<file path="config.mk">
export PLATFORM = sky130hd
export DESIGN_NAME = integer_to_radix_digits
export DESIGN_NICKNAME = d
export VERILOG_FILES = /design/src/design/i2r_pkg.sv /design/src/design/i2r_cells.sv /design/src/design/integer_to_radix_digits.sv
export SDC_FILE = /design/constraint.sdc
export NUM_CORES = 2
export LEC_CHECK = 0
export BUFFER_PORTS_ARGS = -buffer_cell sky130_fd_sc_hd__buf_4
export CAP_MARGIN = 30
export CORE_MARGIN = 2
export CORE_UTILIZATION = 53
export DETAILED_ROUTE_END_ITERATION = 8
export HOLD_SLACK_MARGIN = 0.12
export PLACE_DENSITY_LB_ADDON = 0.15
export SETUP_SLACK_MARGIN = 0.1
export SLEW_MARGIN = 30
export SYNTH_ARGS = -nofsm -noshare
export SYNTH_HDL_FRONTEND = slang
export SYNTH_SLANG_ARGS = --single-unit
</file>
<file path="constraint.sdc">
create_clock -name clk -period 11.66 [get_ports clk]
set_input_delay 1.166 -clock clk [delete_from_list [all_inputs] [get_ports clk]]
set_output_delay 1.166 -clock clk [all_outputs]
set_load 0.01 [all_outputs]
</file>
<file path="src/design/i2r_pkg.sv">
// Shared types, constants and glyph lookup for the integer to radix digits block.
package i2r_pkg;

  localparam int ValueW  = 64;
  localparam int DigW    = 4;
  localparam int RadixW  = 5;
  localparam int CharW   = 8;
  localparam int CountW  = 7;
  localparam int RegIdxW = 1;

  localparam logic [RegIdxW-1:0] RegRadix = 1'd0;
  localparam logic [RegIdxW-1:0] RegUpper = 1'd1;

  localparam logic [RadixW-1:0] RadixReset = 5'd10;
  localparam logic [RadixW-1:0] RadixMin   = 5'd2;
  localparam logic [RadixW-1:0] RadixMax   = 5'd16;

  localparam logic [CharW-1:0] AsciiZero  = 8'h30;
  localparam logic [CharW-1:0] AsciiLower = 8'h61;
  localparam logic [CharW-1:0] AsciiUpper = 8'h41;

  typedef struct packed {
    logic clear;
    logic conv;
    logic shift;
    logic bit_in;
  } cell_ctl_t;

  function automatic logic [CharW-1:0] glyph(input logic [DigW-1:0] d, input logic upper);
    logic [CharW-1:0] dx;
    dx = CharW'(d);
    if (d < 4'd10) begin
      glyph = AsciiZero + dx;
    end else if (upper) begin
      glyph = AsciiUpper + dx - 8'd10;
    end else begin
      glyph = AsciiLower + dx - 8'd10;
    end
  endfunction

endpackage

</file>
<file path="src/design/i2r_cells.sv">
// Row of base-radix digit cells: doubles in one bit per cycle, then shifts digits out at the top.
module i2r_cells #(
  parameter int NCELLS = 64
) (
  input  logic                          clk,
  input  i2r_pkg::cell_ctl_t            ctl,
  input  logic [i2r_pkg::RadixW-1:0]    radix,
  output logic [i2r_pkg::DigW-1:0]      top_digit,
  output logic [NCELLS:0]               carry
);

  logic [i2r_pkg::DigW-1:0] dig_r   [NCELLS];
  logic [i2r_pkg::DigW-1:0] dig_nxt [NCELLS];
  logic [NCELLS-1:0]        gen;
  logic [NCELLS-1:0]        gen_or_prop;
  logic [NCELLS:0]          sum;

  always_comb begin
    for (int i = 0; i < NCELLS; i++) begin
      gen[i]         = {dig_r[i], 1'b0} >= radix;
      gen_or_prop[i] = {dig_r[i], 1'b1} >= radix;
    end
    sum = {1'b0, gen} + {1'b0, gen_or_prop} + (NCELLS+1)'(ctl.bit_in);
    carry[0]      = ctl.bit_in;
    carry[NCELLS] = sum[NCELLS];
    for (int i = 1; i < NCELLS; i++) begin
      carry[i] = sum[i] ^ gen[i] ^ gen_or_prop[i];
    end
    for (int i = 0; i < NCELLS; i++) begin
      dig_nxt[i] = i2r_pkg::DigW'({dig_r[i], carry[i]}
                   - (carry[i+1] ? radix : {i2r_pkg::RadixW{1'b0}}));
    end
  end

  always_ff @(posedge clk) begin
    for (int i = 0; i < NCELLS; i++) begin
      if (ctl.clear) begin
        dig_r[i] <= '0;
      end else if (ctl.conv) begin
        dig_r[i] <= dig_nxt[i];
      end else if (ctl.shift) begin
        dig_r[i] <= (i == 0) ? '0 : dig_r[(i == 0) ? 0 : i-1];
      end
    end
  end

  assign top_digit = dig_r[NCELLS-1];

endmodule

</file>
<file path="src/design/integer_to_radix_digits.sv">
// Top level: converts a signed or unsigned integer to ASCII digits in a set radix.
//
// Input channel in_*: in_tdata carries the value, in_tuser says it is signed.
// Result channel out_*: one item per digit, most significant first; in_tuser-like
// out_tuser flags a leading minus on the first item, out_tlast marks the final
// digit, which also carries the character count (sign included).
// Configuration: cfg_wen with cfg_addr 0 writes the radix (saturated to 2..16),
// cfg_addr 1 the letter case. Write only while no item is in flight.
// Each item runs in two phases: the conversion phase feeds one magnitude bit per
// cycle into the digit cell row, then the emit phase shifts the row up one digit
// per cycle while the output is free, leading zeros dropped.
// in_tready is high only between items; the next item is taken while the last
// result still waits in the output register.
// A stall on out_tready freezes the digit shift; nothing is lost.
// Reset (rst_n low, synchronous) empties the output, sets radix 10, lower case.
module integer_to_radix_digits #(
  parameter int VALUE_BITS = 64
) (
  input  logic                              clk,
  input  logic                              rst_n,
  input  logic                              in_tvalid,
  output logic                              in_tready,
  input  logic [i2r_pkg::ValueW-1:0]        in_tdata,  // [63:0] value
  input  logic                              in_tuser,  // [0] is_signed
  output logic                              out_tvalid,
  input  logic                              out_tready,
  output logic [15:0]                       out_tdata, // [7:0] digit_char, [14:8] char_count
  output logic                              out_tuser, // [0] minus_first
  output logic                              out_tlast,
  input  logic                              cfg_wen,
  input  logic [i2r_pkg::RegIdxW-1:0]       cfg_addr,
  input  logic [i2r_pkg::RadixW-1:0]        cfg_wdata
);

  localparam int NW = $clog2(VALUE_BITS + 1);
  localparam int CW = $clog2(VALUE_BITS);
  localparam int SW = NW + 1;
  localparam logic [CW-1:0] CntLast = CW'(VALUE_BITS - 1);

  typedef enum logic [1:0] {ST_IDLE, ST_CONV, ST_EMIT} state_t;

  state_t                          state_r;
  logic [CW-1:0]                   cnt_r;
  logic [NW-1:0]                   n_r;
  logic [VALUE_BITS-1:0]           mag_r;
  logic                            neg_r;
  logic [i2r_pkg::RadixW-1:0]      radix_r;
  logic                            upper_r;
  logic                            out_tvalid_r;
  logic [i2r_pkg::CharW-1:0]       out_char_r;
  logic [i2r_pkg::CountW-1:0]      out_count_r;
  logic                            out_minus_r;
  logic                            out_last_r;

  logic [VALUE_BITS-1:0]           in_val;
  logic                            in_neg;
  logic                            out_free;
  logic                            lead_done;
  logic                            first_digit;
  logic [i2r_pkg::RadixW-1:0]      radix_sat;
  i2r_pkg::cell_ctl_t              cell_ctl;
  logic [i2r_pkg::DigW-1:0]        top_digit;
  logic [VALUE_BITS:0]             carry;

  assign in_val      = in_tdata[VALUE_BITS-1:0];
  assign in_neg      = in_tuser & in_val[VALUE_BITS-1];
  assign out_free    = !out_tvalid_r || out_tready;
  assign lead_done   = (SW'(cnt_r) + SW'(n_r)) >= SW'(VALUE_BITS);
  assign first_digit = (SW'(cnt_r) + SW'(n_r)) == SW'(VALUE_BITS);
  assign in_tready   = (state_r == ST_IDLE);

  always_comb begin
    if (cfg_wdata < i2r_pkg::RadixMin) begin
      radix_sat = i2r_pkg::RadixMin;
    end else if (cfg_wdata > i2r_pkg::RadixMax) begin
      radix_sat = i2r_pkg::RadixMax;
    end else begin
      radix_sat = cfg_wdata;
    end
  end

  always_comb begin
    cell_ctl.clear  = (state_r == ST_IDLE) && in_tvalid;
    cell_ctl.conv   = (state_r == ST_CONV);
    cell_ctl.shift  = (state_r == ST_EMIT) && out_free;
    cell_ctl.bit_in = mag_r[VALUE_BITS-1];
  end

  i2r_cells #(
    .NCELLS(VALUE_BITS)
  ) u_cells (
    .clk      (clk),
    .ctl      (cell_ctl),
    .radix    (radix_r),
    .top_digit(top_digit),
    .carry    (carry)
  );

  always_ff @(posedge clk) begin
    if (!rst_n) begin
      radix_r <= i2r_pkg::RadixReset;
      upper_r <= 1'b0;
    end else if (cfg_wen) begin
      case (cfg_addr)
        i2r_pkg::RegRadix: radix_r <= radix_sat;
        i2r_pkg::RegUpper: upper_r <= cfg_wdata[0];
        default: ;
      endcase
    end
  end

  always_ff @(posedge clk) begin
    if (!rst_n) begin
      state_r      <= ST_IDLE;
      out_tvalid_r <= 1'b0;
      n_r          <= '0;
      cnt_r        <= '0;
    end else begin
      if (out_tready && !(state_r == ST_EMIT && lead_done)) begin
        out_tvalid_r <= 1'b0;
      end
      case (state_r)
        ST_IDLE: begin
          if (in_tvalid) begin
            mag_r   <= in_neg ? ({VALUE_BITS{1'b0}} - in_val) : in_val;
            neg_r   <= in_neg;
            cnt_r   <= '0;
            n_r     <= NW'(1);
            state_r <= ST_CONV;
          end
        end
        ST_CONV: begin
          mag_r <= {mag_r[VALUE_BITS-2:0], 1'b0};
          if (carry[n_r]) begin
            n_r <= n_r + NW'(1);
          end
          cnt_r <= cnt_r + CW'(1);
          if (cnt_r == CntLast) begin
            cnt_r   <= '0;
            state_r <= ST_EMIT;
          end
        end
        ST_EMIT: begin
          if (out_free) begin
            cnt_r <= cnt_r + CW'(1);
            if (lead_done) begin
              out_tvalid_r <= 1'b1;
              out_char_r   <= i2r_pkg::glyph(top_digit, upper_r);
              out_minus_r  <= neg_r && first_digit;
              out_last_r   <= (cnt_r == CntLast);
              out_count_r  <= (cnt_r == CntLast)
                              ? i2r_pkg::CountW'(n_r) + i2r_pkg::CountW'(neg_r)
                              : '0;
            end
            if (cnt_r == CntLast) begin
              cnt_r   <= '0;
              state_r <= ST_IDLE;
            end
          end
        end
        default: state_r <= ST_IDLE;
      endcase
    end
  end

  assign out_tvalid = out_tvalid_r;
  assign out_tdata  = {1'b0, out_count_r, out_char_r};
  assign out_tuser  = out_minus_r;
  assign out_tlast  = out_last_r;

  a_count_only_last: assert property (@(posedge clk) disable iff (!rst_n)
    out_tvalid && !out_tlast |-> out_tdata[14:8] == 7'd0)
    else $error("char count on a non-final digit");

  a_count_on_last: assert property (@(posedge clk) disable iff (!rst_n)
    out_tvalid && out_tlast |-> out_tdata[14:8] != 7'd0)
    else $error("final digit without char count");

  a_digits_nonzero: assert property (@(posedge clk) disable iff (!rst_n)
    state_r == ST_EMIT |-> n_r != '0)
    else $error("emitting with no digits counted");

  a_no_accept_busy: assert property (@(posedge clk) disable iff (!rst_n)
    state_r == ST_CONV |=> !(in_tvalid && in_tready) || state_r == ST_IDLE)
    else $error("item accepted during conversion");

endmodule

</file>
[Word level (Yosys, flattened, before mapping)]
Memories as Yosys holds them, arrays and structs flattened.
Index checks and enable logic that the tools add are counted.
Cells by class
  reductions and logical operators: 19
  bitwise logic cells: 256
  add/sub/neg operators: 76
  magnitude comparators: 133
  mux-type cells: 226
  equal/unequal tests: 9
Operators by type and width (number)
  4-bit two-way mux: 192
  5-bit >= comparator: 128
  4-bit subtractor: 64
  64-bit two-way mux: 2
  1-bit OR: 128
  64-bit one-hot mux with 2 select lines: 1
  1-bit bitwise XOR: 126
  64-bit by 64-bit adder with 65-bit output: 1
  65-bit by 1-bit adder with 65-bit output: 1
  1-bit by 64-bit subtractor with 64-bit output, first input constant: 1
  6-bit two-way mux: 3
  6-bit one-hot mux with 3 select lines: 1
  7-bit by 4-bit adder with 8-bit output, first input constant: 2
  8-bit two-way mux: 2
  8-bit by 4-bit subtractor with 8-bit output, second input constant: 2
  1-bit two-way mux: 14
  7-bit two-way mux: 2
  7-bit one-hot mux with 2 select lines: 1
  3-bit AND reduction: 4
  5-bit two-way mux: 2
  6-bit by 7-bit adder with 8-bit output: 1
  8-bit by 7-bit equality test with 1-bit output, second input constant: 1
  8-bit by 7-bit >= comparator with 1-bit output, second input constant: 1
  7-bit by 8-bit < comparator with 1-bit output, second input constant: 1
  25 further kinds: 38
Storage, ports and cells
  memory bits (writable): 256
  word-level logic and storage cells: 732
  input bits: 76
  register bits after elaboration: 104
  memories kept: 1
Memories
  u_cells.dig_r: words 64, width 4, read ports 64, clocked after memory_dff 0, write ports 64, line i2r_cells.sv:12  | logic [i2r_pkg::DigW-1:0] dig_r [NCELLS];

[Longest topological paths before layout]
An unclocked memory read counts as a cell.
  word-level depth: 10
  gate-level depth with buffers: 32
  depth with buffers taken out: 26

[By module]
From an unflattened synthesis, not the netlist that was laid out.
Unflattened totals
  cell total of the unflattened synthesis: 4174
  area total of the unflattened synthesis: 37848.8 um2
By module, submodules not included
  i2r_cells: times used 1, seq. area each 7687.4 um2, area each 30959.7 um2, cells an instance 3466
  integer_to_radix_digits: times used 1, seq. area each 2872.8 um2, area each 6889.1 um2, cells an instance 708

[Worst setup path before layout]
No wires, ideal clock.
  path kind: input-to-reg
  start point: input out_tready
  end point: memory u_cells.dig_r[0][0] (netlist bit) (enable)
  stages on the path: 3
  arrival time: 7.070 ns
  path slack: 2.038 ns
  data required time: 9.108 ns
  path through: nor2b_1 -> nand2b_1 -> nand3_1
RTL lines
  start: declaration: line integer_to_radix_digits.sv:26  | input logic out_tready,
  end: declaration: line i2r_cells.sv:12

==> results <==
- After synthesis the netlist holds a flip-flop and latch count of 359.
- The highest net fanout along the worst path is 28.
- The proportion of netlist area held by the largest area contributor is 26.03%.
- The site row count is 99.
- The kind of path behind the tightest hold check is flop to flop.
- The number of gates resized after CTS was 0.
- The post-CTS clock slew at the launch and capture registers of the worst setup and hold paths is about 0.070 ns.
- The number of port buffers is 93.
- The final number of max-transition violations is 0.
- Once detailed placement completed, the half-perimeter wirelength came to 80,240 um.
- Setup repair after global routing left no endpoint under its margin.
- The via density per instance is 6.079.
- The count of flip-flops with a built-in enable after synthesis is 337.
- At the end of the flow, the number of nets in the layout was 5,186.
- The most used standard cell by instance count after synthesis is sky130_fd_sc_hd__nand2_1.
- The routed layout has between 30,000 and 40,000 vias.
- The largest total area in the synthesized netlist belongs to sky130_fd_sc_hd__edfxtp_1.
- The commonest register cell after synthesis is sky130_fd_sc_hd__edfxtp_1.
- The count of antenna-violating nets left after detailed routing is 0.
- The Yosys step of the flow raised 0 warnings.
- After detailed routing, the number of remaining DRC violations is 0.
- At the pin with the least slew margin, the transition time is around 1.1 ns.
- The die footprint is 0.07554 mm^2.
- The fraction of registers with async set or reset after synthesis is 0%.
- The element type at the critical path end is a flop.
- The met3 wire length is 7765 um.
- Counting along the longest clock path gives a buffer depth of 3.
- The synthesized instance count is 4,446.
- The CTS sink count is 359.
- After layout, the minimum clock period comes to 7.846 ns.
- The count of routing violations after the opening detailed-route iteration is 3,023.
- 96 I/O pins were placed.
- In the final routed layout, each cell accounts on average for around 20 um.
- The final hold violation count is 0.
- Of the cells placed in the final design, the portion with a size suffix greater than 1 is ~5.7%.
- The wire length of the first global-routing pass is 177,500 um.
- In this run the number of H-tree levels came out at 2.
- The final weighted congestion in routability-driven placement is 0.9989.
- Compared with the post-synthesis result, the final layout area differs by 7.527%.
- The post-route fraction of the period consumed by the critical path is between 60% and 70%.
- The number of antenna violations at the first check in global routing is 2.
- TritonCTS built the clock tree.
- Once the clock tree was built, the setup fixing pass inserted 0 buffers.
- After global routing the overflow that remains totals 0.
- In the final routing, the length of wire on met1 measures about 51,000 um.
- The number of global-route vias before repair is 31,950.
- The horizontal extent of the die is around 270 um.
- The run finished with clean final reports.
- The synthesized area per cell is just under 9 um^2.
- The total iterations of the first detailed-routing run is 6.
- Across the routed clock network, the largest skew measured is 0.02263 ns.
- After synthesis, flip-flops and latches occupy 27.16% of the total area.
- Global routing consumed, over all layers together, 29.48% of the routing resources.
- The worst slew margin relative to its limit is 27.62%.
- The synthesized netlist occupies a cell area of approximately 0.039 mm^2.
- The initial utilization of the core area, before any placement, comes to 53.38%.
- The number of clock buffers inserted by TritonCTS is 44.
- The clock root buffer master is sky130_fd_sc_hd__clkbuf_16.
- STA puts the critical path data arrival time at 8.18 ns.
- The number of antenna repair diodes is 0.
- At the worst endpoint, the required time is approximately 12 ns.
- Sorting the synthesized cells by area gives the leading types as sky130_fd_sc_hd__edfxtp_1 (26%), sky130_fd_sc_hd__ha_1 (19%), sky130_fd_sc_hd__xnor2_1 (6.3%), sky130_fd_sc_hd__nand2_1 (6.3%), sky130_fd_sc_hd__o21ai_0 (5.9%).
- After clock tree synthesis, the flow added hold-fix buffers numbering 0.
- The uppermost metal layer occupied by signal nets is met5.
- The detailed route wirelength on metal2 is 49,750 um.
- The routed design has 111,600 um of wire.
- The number of maximum-capacitance violations is 0.
- The type of the setup path with the least slack is flop to flop.
- The post-route setup TNS is 0 ns.
- The maximum number of pins on one net before global-route repair is about 160.
- Setup violations remaining at the end of the flow were counted as 0.
- The launching element type of the critical path is a flop.
- The clock latency of the later-clocked register in the worst-skew pair is 0.62 ns.
- The core region is 0.07283 mm^2.
- By count the netlist is led by sky130_fd_sc_hd__nand2_1 (651), sky130_fd_sc_hd__ha_1 (593), sky130_fd_sc_hd__o21ai_0 (458), sky130_fd_sc_hd__edfxtp_1 (337), sky130_fd_sc_hd__a21oi_1 (310).
- Measured along the y axis, the die boundary spans 274.8 um.
- The number of distinct library cell variants in the gate-level netlist after synthesis is 98.
- Static timing analysis puts the maximum clock frequency at 0.1274 GHz.
[per-layer routing]
layer / track usage [%] / up-vias
met5: 0 / -
met4: 9.203 / 2
met3: 4.268 / 194
met2: 47.29 / 1102
met1: 41.09 / 15800
li1: - / 16010
[worst max-delay path, cell delays in order, from the launching register on]
cell                       delay (ns)
sky130_fd_sc_hd__dfxtp_4         0.60
sky130_fd_sc_hd__clkinv_2        0.72
sky130_fd_sc_hd__ha_1            0.57
sky130_fd_sc_hd__a21o_1          0.16
sky130_fd_sc_hd__a21oi_1         0.16
sky130_fd_sc_hd__o21ai_0         0.11
sky130_fd_sc_hd__ha_1            0.30
sky130_fd_sc_hd__a21oi_1         0.27
sky130_fd_sc_hd__inv_1           0.10
sky130_fd_sc_hd__fa_1            0.41
sky130_fd_sc_hd__a21oi_1         0.25
sky130_fd_sc_hd__o211ai_1        0.22
sky130_fd_sc_hd__a211oi_2        0.63
sky130_fd_sc_hd__nor4b_1         0.20
sky130_fd_sc_hd__a211oi_1        0.62
sky130_fd_sc_hd__mux2i_1         0.20
sky130_fd_sc_hd__nor3_1          0.69
sky130_fd_sc_hd__nand2_1         0.24
sky130_fd_sc_hd__ha_1            0.37
sky130_fd_sc_hd__a21o_1          0.19
sky130_fd_sc_hd__a21oi_1         0.18
sky130_fd_sc_hd__xnor2_1         0.15
sky130_fd_sc_hd__xnor2_1         0.13
sky130_fd_sc_hd__o21ai_0         0.08
[cells by family after synthesis]
group           synth area share (%)
fa+ha+maj                      22.48
buf+inv                        4.534
compound gates                 21.47
simple gates                   14.82
flops                          27.16
xor+xnor                       8.960
mux                           0.5696
other cells                 0.009645
[flip-flops by register name (all words and copies together), names as in the netlist]
name and cells:
state_r 2, out_tlast 1, upper_r 1, cnt_r 6, neg_r 1, n_r 7
out_char_r 7, out_tuser 1, u_cells.dig_r 256, radix_r 5, out_tvalid 1, mag_r 64
out_count_r 7
[metrics by stage]
stage               instances  cell area (um^2)  hold slack (ns)  worst slack (ns)  utilization (%)
floorplan                4447             38880           0.4574             2.038                -
global placement         5364             40370           0.5045             4.114            55.43
detailed placement       5364             40380           0.5111             3.957            55.43
CTS                      5446             41800           0.5271             3.935            57.39
global route             5446             41810           0.5500             3.377            57.40
finish                   5446             41810           0.5270             3.814            57.40
[path summary, 6_finish.rpt]
path	start	endpoint	slack, ns	depth (start not counted)
max	radix_r[3]$_SDFFE_PN1P_	u_cells.dig_r[57][3]$_DFFE_PP_	3.81	23
min	mag_r[61]$_DFFE_PP_	mag_r[62]$_DFFE_PP_	0.53	2
max reg2reg	radix_r[3]$_SDFFE_PN1P_	u_cells.dig_r[57][3]$_DFFE_PP_	3.81	23
min reg2reg	mag_r[61]$_DFFE_PP_	mag_r[62]$_DFFE_PP_	0.53	2
[area by class of cell]
type                    count  area (um^2)
clock buffers              50         1124
clock inverters            32        302.8
fillers                  6614        31030
inverters                 275         1045
multi-input cells        3645        26590
flip-flops and latches    359        10580
well taps                 959         1200
repair buffers            126        965.9
[placed cells by master (no fill, tap or decap), types with 22 or more instances in the layout]
cell	synthesis	final
sky130_fd_sc_hd__nor2b_1	57	57
sky130_fd_sc_hd__a22o_1	51	51
sky130_fd_sc_hd__o21ai_0	458	458
sky130_fd_sc_hd__ha_1	593	592
sky130_fd_sc_hd__nand2_1	651	651
sky130_fd_sc_hd__o21bai_1	22	22
sky130_fd_sc_hd__a21o_1	176	176
sky130_fd_sc_hd__fa_1	66	66
sky130_fd_sc_hd__xnor2_1	280	280
sky130_fd_sc_hd__nor2_1	190	189
sky130_fd_sc_hd__nor3_1	33	33
sky130_fd_sc_hd__nand3_1	77	76
sky130_fd_sc_hd__inv_1	272	268
sky130_fd_sc_hd__a21boi_0	37	37
sky130_fd_sc_hd__buf_4	9	123
sky130_fd_sc_hd__a311oi_1	27	27
sky130_fd_sc_hd__xor2_1	97	97
sky130_fd_sc_hd__a21oi_1	310	310
sky130_fd_sc_hd__o211ai_1	48	48
sky130_fd_sc_hd__nand2b_1	65	65
sky130_fd_sc_hd__nor3b_1	43	42
sky130_fd_sc_hd__o21a_1	34	34
sky130_fd_sc_hd__nand4_1	33	33
sky130_fd_sc_hd__clkbuf_16	0	44
sky130_fd_sc_hd__edfxtp_1	337	337
Power is left out: the tool's default activity adds up to more than one toggle a clock period on the data nets, which glitch-free logic cannot reach.
